<file path="src/hw/rtl/mor_pkg.sv">
// Shared constants and control types for the median outlier-reject mean block.
package mor_pkg;

  localparam int WINDOW_SIZE = 10;
  localparam int NUM_AXES    = 3;
  localparam int DATA_W      = 32;
  localparam int DEV_W       = 31;
  localparam logic [DEV_W-1:0] DEV_RESET = DEV_W'(3932);

  localparam int FILL_W  = (WINDOW_SIZE > 1) ? $clog2(WINDOW_SIZE) : 1;
  localparam int SUM_W   = DATA_W + $clog2(WINDOW_SIZE) + 1;
  localparam int QUO_W   = SUM_W - 1;
  localparam int CNT_W   = (WINDOW_SIZE > 1) ? $clog2(WINDOW_SIZE + 1) : 1;
  localparam int BOUND_W = DATA_W + 2;

  // Divide by WINDOW_SIZE as a product with a rounded-up reciprocal,
  // taken in two half-width partial products.
  localparam int DIV_STEPS = 2;
  localparam int HALF_W    = (QUO_W + 1) / 2;
  localparam int RECIP_SH  = DATA_W + 2 * $clog2(WINDOW_SIZE);
  localparam int RECIP_W   = DATA_W + $clog2(WINDOW_SIZE) + 2;
  localparam int PART_W    = HALF_W + RECIP_W;
  localparam int PROD_W    = QUO_W + RECIP_W;
  localparam logic [RECIP_W-1:0] RECIP =
    RECIP_W'(((64'd1 << RECIP_SH) + 64'(WINDOW_SIZE - 1)) / 64'(WINDOW_SIZE));

  typedef logic signed [DATA_W-1:0] sample_t;

  typedef struct packed {
    logic              write;
    logic [FILL_W-1:0] slot;
    logic              load;
    logic              sort;
    logic              sort_odd;
    logic              median;
    logic              accum;
    logic [FILL_W-1:0] accum_idx;
    logic              div_init;
    logic              div_step;
    logic              div_hi;
    logic              publish;
  } mor_cmd_t;

  typedef struct packed {
    logic out_full;
  } mor_status_t;

endpackage

</file>
<file path="src/hw/rtl/mor_ctrl.sv">
// Controller state machine sequencing window fill, sort, clean, sum and divide.
module mor_ctrl (
  input  logic                 clk,
  input  logic                 rst_n,
  input  logic                 in_valid,
  output logic                 in_ready,
  input  mor_pkg::mor_status_t status,
  output mor_pkg::mor_cmd_t    cmd
);
  import mor_pkg::*;

  typedef enum logic [2:0] {
    S_IDLE, S_LOAD, S_SORT, S_MED, S_ACC, S_DIVI, S_DIV, S_PUB
  } state_t;

  state_t            state_r;
  logic [FILL_W-1:0] fill_r;
  logic [CNT_W-1:0]  cnt_r;

  assign in_ready = (state_r == S_IDLE);

  always_comb begin
    cmd           = '0;
    cmd.write     = in_valid && (state_r == S_IDLE);
    cmd.slot      = fill_r;
    cmd.load      = (state_r == S_LOAD);
    cmd.sort      = (state_r == S_SORT);
    cmd.sort_odd  = cnt_r[0];
    cmd.median    = (state_r == S_MED);
    cmd.accum     = (state_r == S_ACC);
    cmd.accum_idx = cnt_r[FILL_W-1:0];
    cmd.div_init  = (state_r == S_DIVI);
    cmd.div_step  = (state_r == S_DIV);
    cmd.div_hi    = cnt_r[0];
    cmd.publish   = (state_r == S_PUB) && !status.out_full;
  end

  always_ff @(posedge clk) begin
    if (!rst_n) begin
      state_r <= S_IDLE;
      fill_r  <= '0;
      cnt_r   <= '0;
    end else begin
      unique case (state_r)
        S_IDLE: begin
          if (in_valid) begin
            if (fill_r == FILL_W'(WINDOW_SIZE - 1)) begin
              fill_r  <= '0;
              state_r <= S_LOAD;
            end else begin
              fill_r <= fill_r + 1'b1;
            end
          end
        end
        S_LOAD: begin
          cnt_r   <= '0;
          state_r <= S_SORT;
        end
        S_SORT: begin
          if (cnt_r == CNT_W'(WINDOW_SIZE - 1)) begin
            state_r <= S_MED;
          end
          cnt_r <= cnt_r + 1'b1;
        end
        S_MED: begin
          cnt_r   <= '0;
          state_r <= S_ACC;
        end
        S_ACC: begin
          if (cnt_r == CNT_W'(WINDOW_SIZE - 1)) begin
            state_r <= S_DIVI;
          end
          cnt_r <= cnt_r + 1'b1;
        end
        S_DIVI: begin
          cnt_r   <= '0;
          state_r <= S_DIV;
        end
        S_DIV: begin
          if (cnt_r == CNT_W'(DIV_STEPS - 1)) begin
            state_r <= S_PUB;
          end
          cnt_r <= cnt_r + 1'b1;
        end
        S_PUB: begin
          if (!status.out_full) begin
            state_r <= S_IDLE;
          end
        end
        default: state_r <= S_IDLE;
      endcase
    end
  end

  a_fill_range: assert property (@(posedge clk) disable iff (!rst_n)
    fill_r < FILL_W'(WINDOW_SIZE) || WINDOW_SIZE == 1)
    else $error("fill count out of range");
  a_pub_free: assert property (@(posedge clk) disable iff (!rst_n)
    cmd.publish |-> !status.out_full)
    else $error("publish onto a full output");
  a_full_starts: assert property (@(posedge clk) disable iff (!rst_n)
    (cmd.write && fill_r == FILL_W'(WINDOW_SIZE - 1)) |=> state_r == S_LOAD)
    else $error("completed window did not start processing");
  a_one_cmd: assert property (@(posedge clk) disable iff (!rst_n)
    $onehot0({cmd.write, cmd.load, cmd.sort, cmd.median, cmd.accum,
              cmd.div_init, cmd.div_step, cmd.publish}))
    else $error("overlapping commands");

endmodule

</file>
<file path="config.mk">
export PLATFORM = sky130hd
export DESIGN_NAME = mor_ctrl
export DESIGN_NICKNAME = d
export VERILOG_FILES = /design/src/hw/rtl/mor_pkg.sv /design/src/hw/rtl/mor_ctrl.sv
export SDC_FILE = /design/constraint.sdc
export NUM_CORES = 1
export LEC_CHECK = 0
export ABC_AREA = 1
export BUFFER_PORTS_ARGS = -buffer_cell sky130_fd_sc_hd__buf_2
export CORE_ASPECT_RATIO = 1.1
export CORE_MARGIN = 4
export CORE_UTILIZATION = 46
export DETAILED_ROUTE_END_ITERATION = 10
export MAX_ROUTING_LAYER = met4
export PLACE_DENSITY = 0.74
export SLEW_MARGIN = 20
export SYNTH_ARGS = -nofsm -noshare
export SYNTH_HDL_FRONTEND = slang
export SYNTH_SLANG_ARGS = --single-unit
</file>
<file path="constraint.sdc">
create_clock -name clk -period 1.2 [get_ports clk]
set_input_delay 0.18 -clock clk [delete_from_list [all_inputs] [get_ports clk]]
set_output_delay 0.18 -clock clk [all_outputs]
set_load 0.01 [all_outputs]
</file>
==> impl_metrics.yaml, run 1 <==
setup_path:
  r2r_start: "state_r[1]"
  critPathLaunch: "state_r[1]"
  worstPathRequired_ps: 1370
  critPathCaptureType: "flip-flop"
  worst_setup_path_start_kind: "flip-flop"
  crit_type: "reg2reg"
  crit_fanout: 4
  worstPathArrival_ps: 1760
global_routing:
  grt_pass1_wl_mm: 4.422
  grt.total_usage_pct: 22.74
  antenna_found_initial: 0
  grt_busiest_layer: "met2"
  grt_util_met1_pct: 23.59
  grt_pass1_vias: 997
  grtUsageMet3_pct: 6.479
  gr-usage-met2_pct: 41.74
  grt_overflow: 0
  grt_max_degree: 11
outcome:
  outcome: "complete, but fails checks"
  violations: "negative setup slack"
sta:
  finClkSkew_ps: 4.203
  max_freq_mhz: 632.2
  worstMarginPinSlew_ps: 373.4
  setup_slack_ps: -381.8
  setup_viol: 20
  relSlewSlack_pct: 74.84
  fin_crit_sh_pct: 131.8
  hold_violations: 0
  post-route-min-period_ps: 1582
  rsz0062_at_grt: "yes"
  report.final.slew_viol_count: 0
logic_synthesis:
  syn_nets: 126
  synth_area_sq_um: 842.1
  synth_top_area_share_pct: 26.15
  synth_area_leader_cell: "dfxtp_1"
  postSynthCellCount: 116
  ys_types: 29
  yosys-top-cells-area: "dfxtp_1 (26%), ha_1 (8.9%), nand2_1 (8.9%)"
  ys_seq_elements: 11
  yosysSeqAreaShare_pct: 26.15
  yosys_warnings: 0
  syn_area_per_cell_sq_um: 7.259
floorplanning:
  die_height_um: 52.87
  start_util_pct: 50.98
  dieArea_sq_um: 2580
  row_count: 15
  die_w_um: 48.80
  io_pins: 23
  core_sq_um: 1652
clocking:
  root_buffer: "clkbuf_4"
  numCtsBuffers: 3
  clock-sinks: 11
  clk_pin_slew_ps: 70
  cts_tree: "built"
  worst_skew_pair.late_latency_ps: 280
  clock_path_buffers: 2
  cts.htree.levels: 1
  ctsHoldBuffers: 0
pwr:
  peakVddDrop_uv: 1562
  p_leak_nw: 0.8015
  power_density_nw_per_um2: 2098
detailed_routing:
  dr_total_vias: 1107
  drc: 0
  drt-pass1-iter-count: 4
  detail-route-antenna-nets: 0
  post_drt_wl_per_cell_um: 20.31
  dr.first_iter.drc_count: 75
  vias_per_cell: 5.826
  finalWirelength_mm: 3.858
run:
  cap_violations: 0
layout:
  final_cell_mix: "buf_6 (20), buf_4 (19), buf_2 (16)"
  syn2layout_area_growth_pct: 87.22
  final-seq-area_sq_um: 230.2
  fillCellCount: 44
  drive_above_1_share_pct: 67.05
  multi_input_area_sq_um: 713.2
  final_util_pct: 95.45
  antennaDiodeCount: 0
  fin_cells: 190
  fin_nets: 184
  final_common_cell: "buf_6"
placement:
  numPortBuffers: 22
  gp_congestion: 0.8571
  pre_cts_slack_ps: -117.2
  placed_cells: 166
  dp_hpwl_mm: 1.599
min_path:
  min_path_type: "in2reg"
  hp-start: "rst_n"
[layer usage]
metal  routed length (um)  up-vias  part of all wire (%)
met5                    0        -                     0
met4                  159        0                   4.1
met3                  237       25                   6.1
met2                 2019       76                    52
met1                 1440      526                    37
li1                     -      480                     -
[metrics by stage]
stage | cell area [sq um] | TNS, ps | hold WS (ps) | total power, W
after floorplan | 875.8 | 0 | 374.9 | 0.001511
after global placement | 1101 | -182.1 | 500.1 | 0.001849
after detailed placement | 1101 | -429.1 | 506.8 | 0.001895
after CTS | 1381 | -3065 | 217.1 | 0.002574
after global routing | 1577 | -5828 | 261.9 | 0.003482
final | 1577 | -4965 | 249.6 | 0.003307
[layout make-up]
type | count | share of cell area, %
clock buffers | 4 | 1.667
inverters | 20 | 6.190
multi-input cells | 81 | 45.24
flip-flops and latches | 11 | 14.60
well taps | 17 | 1.349
repair buffers | 57 | 30.95
[cell families after synthesis]
family | count (synthesis) | synth area share, %
compound gates | 14 | 9.064
fa+ha+maj | 6 | 8.915
buf+inv | 24 | 12.93
flops | 11 | 26.15
simple gates | 61 | 42.94
[sequential cells by signal, indices dropped and copies added, names as in the netlist]
register and flops:
cnt_r 4, state_r 3, fill_r 4
[where the power goes]
part / switching (W) / internal, W / leakage, nW
registers: 0.0000847 / 0.000448 / 0.0918
logic: 0.00137 / 0.00113 / 0.695
clock network: 0.000147 / 0.000129 / 0.0150
[path summary, 6_finish.rpt]
path / endpoint / slack, ps / cells past startpoint
worst max-delay path: state_r[1] / -380 / 11
worst min register to register: fill_r[0] / 550 / 2
worst max register to register: state_r[1] / -380 / 11
worst min-delay path: fill_r[0] / 250 / 3
[critical path: stages, from the launching register on]
cell     delay, ps
dfxtp_4        380
buf_6          130
ha_4           170
nand2_4         90
buf_6          100
nand2_4         50
nand2_4         90
inv_2           60
nor2_4         130
nand3_1        110
nand2_1        110
nor2_1          50
[Yosys cell counts]
master     n
nand2_1   20
inv_1     13
dfxtp_1   11
nor2_1    10
a21oi_1    7
ha_1       6
inv_2      6
nand3_1    6
nand2_4    4
nand2_2    3
nand3_2    3
nor2_2     3
nor3_1     3
o21ai_1    3
buf_4      2
nand4_1    2
nor2_4     2
a31oi_1    1
and2_1     1
buf_2      1
buf_6      1
inv_4      1
nand3b_1   1
nor2_8     1
nor3_2     1
nor3b_2    1
o21ai_0    1
o21ai_2    1
o22ai_1    1
[timing repair]
action	4_1_cts	5_1_grt
gates cloned	0	0
pin swaps	12	16
setup buffers	10	10
resized for setup	43	26
endpoints found under the setup margin	18	20
(Power assumes the default switching activity.)
==> run 2: changes to the inputs <==
--- a/config.mk
+++ b/config.mk
@@ -18,2 +18,3 @@
 export SYNTH_HDL_FRONTEND = slang
 export SYNTH_SLANG_ARGS = --single-unit
+export TNS_END_PERCENT = 50
==> constraint.sdc (replaced) <==
create_clock -name clk -period 1.4 [get_ports clk]
set_input_delay 0.28 -clock clk [delete_from_list [all_inputs] [get_ports clk]]
set_output_delay 0.28 -clock clk [all_outputs]
set_load 0.01 [all_outputs]
==> run 2 against run 1 <==
Net effect:
- the run still ends with negative setup slack left
- critical path depth shrank 6
- global-route usage shrank 4.8 points
- combinational power shrank 38%
- clock skew is essentially flat
- first-iteration DRC count shrank 92%
- final cell count shrank 11%
- count of clock-buffer cells in the layout is the same
- setup slack gained 280 ps
- sequential power shrank 14%
- die area is the same
- non-clock buffer count shrank 20
- cell area shrank 22%
==> impl_metrics.yaml, run 2 (synthesis results as in run 1) <==
sta:
  setup_viol: 9
  worstMarginPinSlew_ps: 254.4
  whs_ps: 325.1
  fin_crit_sh_pct: 107.3
  rsz0062_at_grt: "yes"
  post-route-min-period_ps: 1502
  max_freq_mhz: 665.9
  setup_slack_ps: -101.6
  relSlewSlack_pct: 83.01
  hold_violations: 0
  finClkSkew_ps: 4.037
  report.final.slew_viol_count: 0
detailed_routing:
  dr_total_vias: 895
  dr.first_iter.drc_count: 6
  detail-route-antenna-nets: 0
  finalWirelength_mm: 2.242
  drc: 0
  post_drt_wl_per_cell_um: 13.19
  vias_per_cell: 5.265
  drt-pass1-iter-count: 4
layout:
  final_common_cell: "buf_2"
  final-seq-area_sq_um: 229.0
  drive_above_1_share_pct: 57.52
  final_cell_mix: "buf_2 (19), nand2_1 (15), buf_4 (13)"
  fillCellCount: 120
  syn2layout_area_growth_pct: 46.21
  antennaDiodeCount: 0
  multi_input_area_sq_um: 620.6
  stdcell_area_sq_um: 1231
  largestRegisters: "cnt_r (4), fill_r (4), state_r (3)"
  fin_nets: 164
pwr:
  peakVddDrop_uv: 1171
  p_total_w: 0.002221
  p_int_w: 0.001186
  power.share.combinational_pct: 69.4
  switching_share_pct: 46.60
  power_frac_seq_pct: 20.7
  p_leak_nw: 0.6329
  switchingPower_w: 0.001035
  power_density_nw_per_um2: 1804
  clockPowerShare_pct: 9.9
setup_path:
  worstPathRequired_ps: 1120
  slowest_stage: "dfxtp_4"
  critPathTopFamily: "flip-flops"
  worstPathCellList: "inv_4, ha_2, nand2_2, inv_2, buf_2"
  cp.depth: 5
  worstPathArrival_ps: 1220
  crit_fanout: 4
  critPathCaptureType: "output port"
  worst_setup_path_start_kind: "flip-flop"
  ff2ff_path_depth: 10
  crit_path_max_incr_delay_ps: 370
  critPathBufInv: 3
  crit_type: "reg2out"
floorplanning:
  core_sq_um: 1652
  die_w_um: 48.80
  die_height_um: 52.87
  dieArea_sq_um: 2580
  io_pins: 23
  row_count: 15
  start_util_pct: 50.98
placement:
  dp_hpwl_mm: 1.580
  numPortBuffers: 22
  placed_area_sq_um: 972.2
  gp_congestion: 0.8325
clocking:
  numCtsBuffers: 3
  clock_path_buffers: 2
  cts_tree: "built"
  worst_skew_pair.late_latency_ps: 270
  clk_pin_slew_ps: 70
  clock-sinks: 11
  cts.htree.levels: 1
  root_buffer: "clkbuf_4"
global_routing:
  grt.total_usage_pct: 17.96
  grt_overflow: 0
  grt_pass1_vias: 865
  antenna_found_initial: 0
  grt_pass1_wl_mm: 3.581
  grt_max_degree: 11
min_path:
  min_path_cells: 3
  min_path_type: "in2reg"
outcome:
  violations: "negative setup slack"
  outcome: "complete, but fails checks"
run:
  cap_violations: 0
[run 2: what timing repair did]
| item | CTS | global route |
|---|---|---|
| setup buffers | 8 | 4 |
| hold buffers | 0 | 0 |
| pin swaps | 6 | 10 |
| gates resized for setup | 14 | 28 |
| setup endpoints to repair | 12 | 18 |
[run 2: worst paths after layout]
kind | slack (ps) | startpoint | end
max | -100 | state_r[0] | cmd[2]
min | 330 | rst_n | fill_r[0]
max reg2reg | -30 | state_r[0] | fill_r[3]
min reg2reg | 520 | cnt_r[3] | cnt_r[3]
[run 2: metal layers]
metal / GRT usage [%] / vias up / routed length (um)
met1: 18.88 / 427 / 897
met5: - / - / 0
li1: - / 440 / -
met3: 1.972 / 6 / 108
met2: 32.83 / 22 / 1177
met4: 10.31 / 0 / 59
[run 2: per-stage QoR]
stage / TNS (ps) / setup slack, ps / utilization (%) / cells
final: -473.0 / -101.6 / 74.55 / 170
after floorplan: 0 / 60.80 / - / 116
after CTS: -740.0 / -116.5 / 66.74 / 167
after detailed placement: -155.7 / -58.63 / 58.86 / 155
after global routing: -1255 / -144.2 / 74.55 / 170
after global placement: -16.17 / -16.17 / 58.86 / 155
[run 2: layout make-up]
class | count | area share (%)
Multi-Input combinational cell | 81 | 50.41
Tap cell | 17 | 1.728
Sequential cell | 11 | 18.60
Inverter | 20 | 6.911
Timing Repair Buffer | 37 | 20.22
Clock buffer | 4 | 2.134
[run 2: power by group through the flow]
stage	sequential [W]	combinational [W]	clock, W
finish	0.000461	0.00154	0.000219
global placement	0.000437	0.00102	0
detailed placement	0.000440	0.00105	0
CTS	0.000444	0.00129	0.000224
floorplan	0.000446	0.000790	0
global route	0.000473	0.00166	0.000235
[run 2: worst register-to-register path: stages (launching register included)]
cell     delay, ps
dfxtp_4        370
inv_4           70
ha_4           160
inv_4           50
nor2_8          90
nand2_4         60
buf_4          120
buf_4          140
nor3_4         140
o21ai_1         80
nor2_1          90
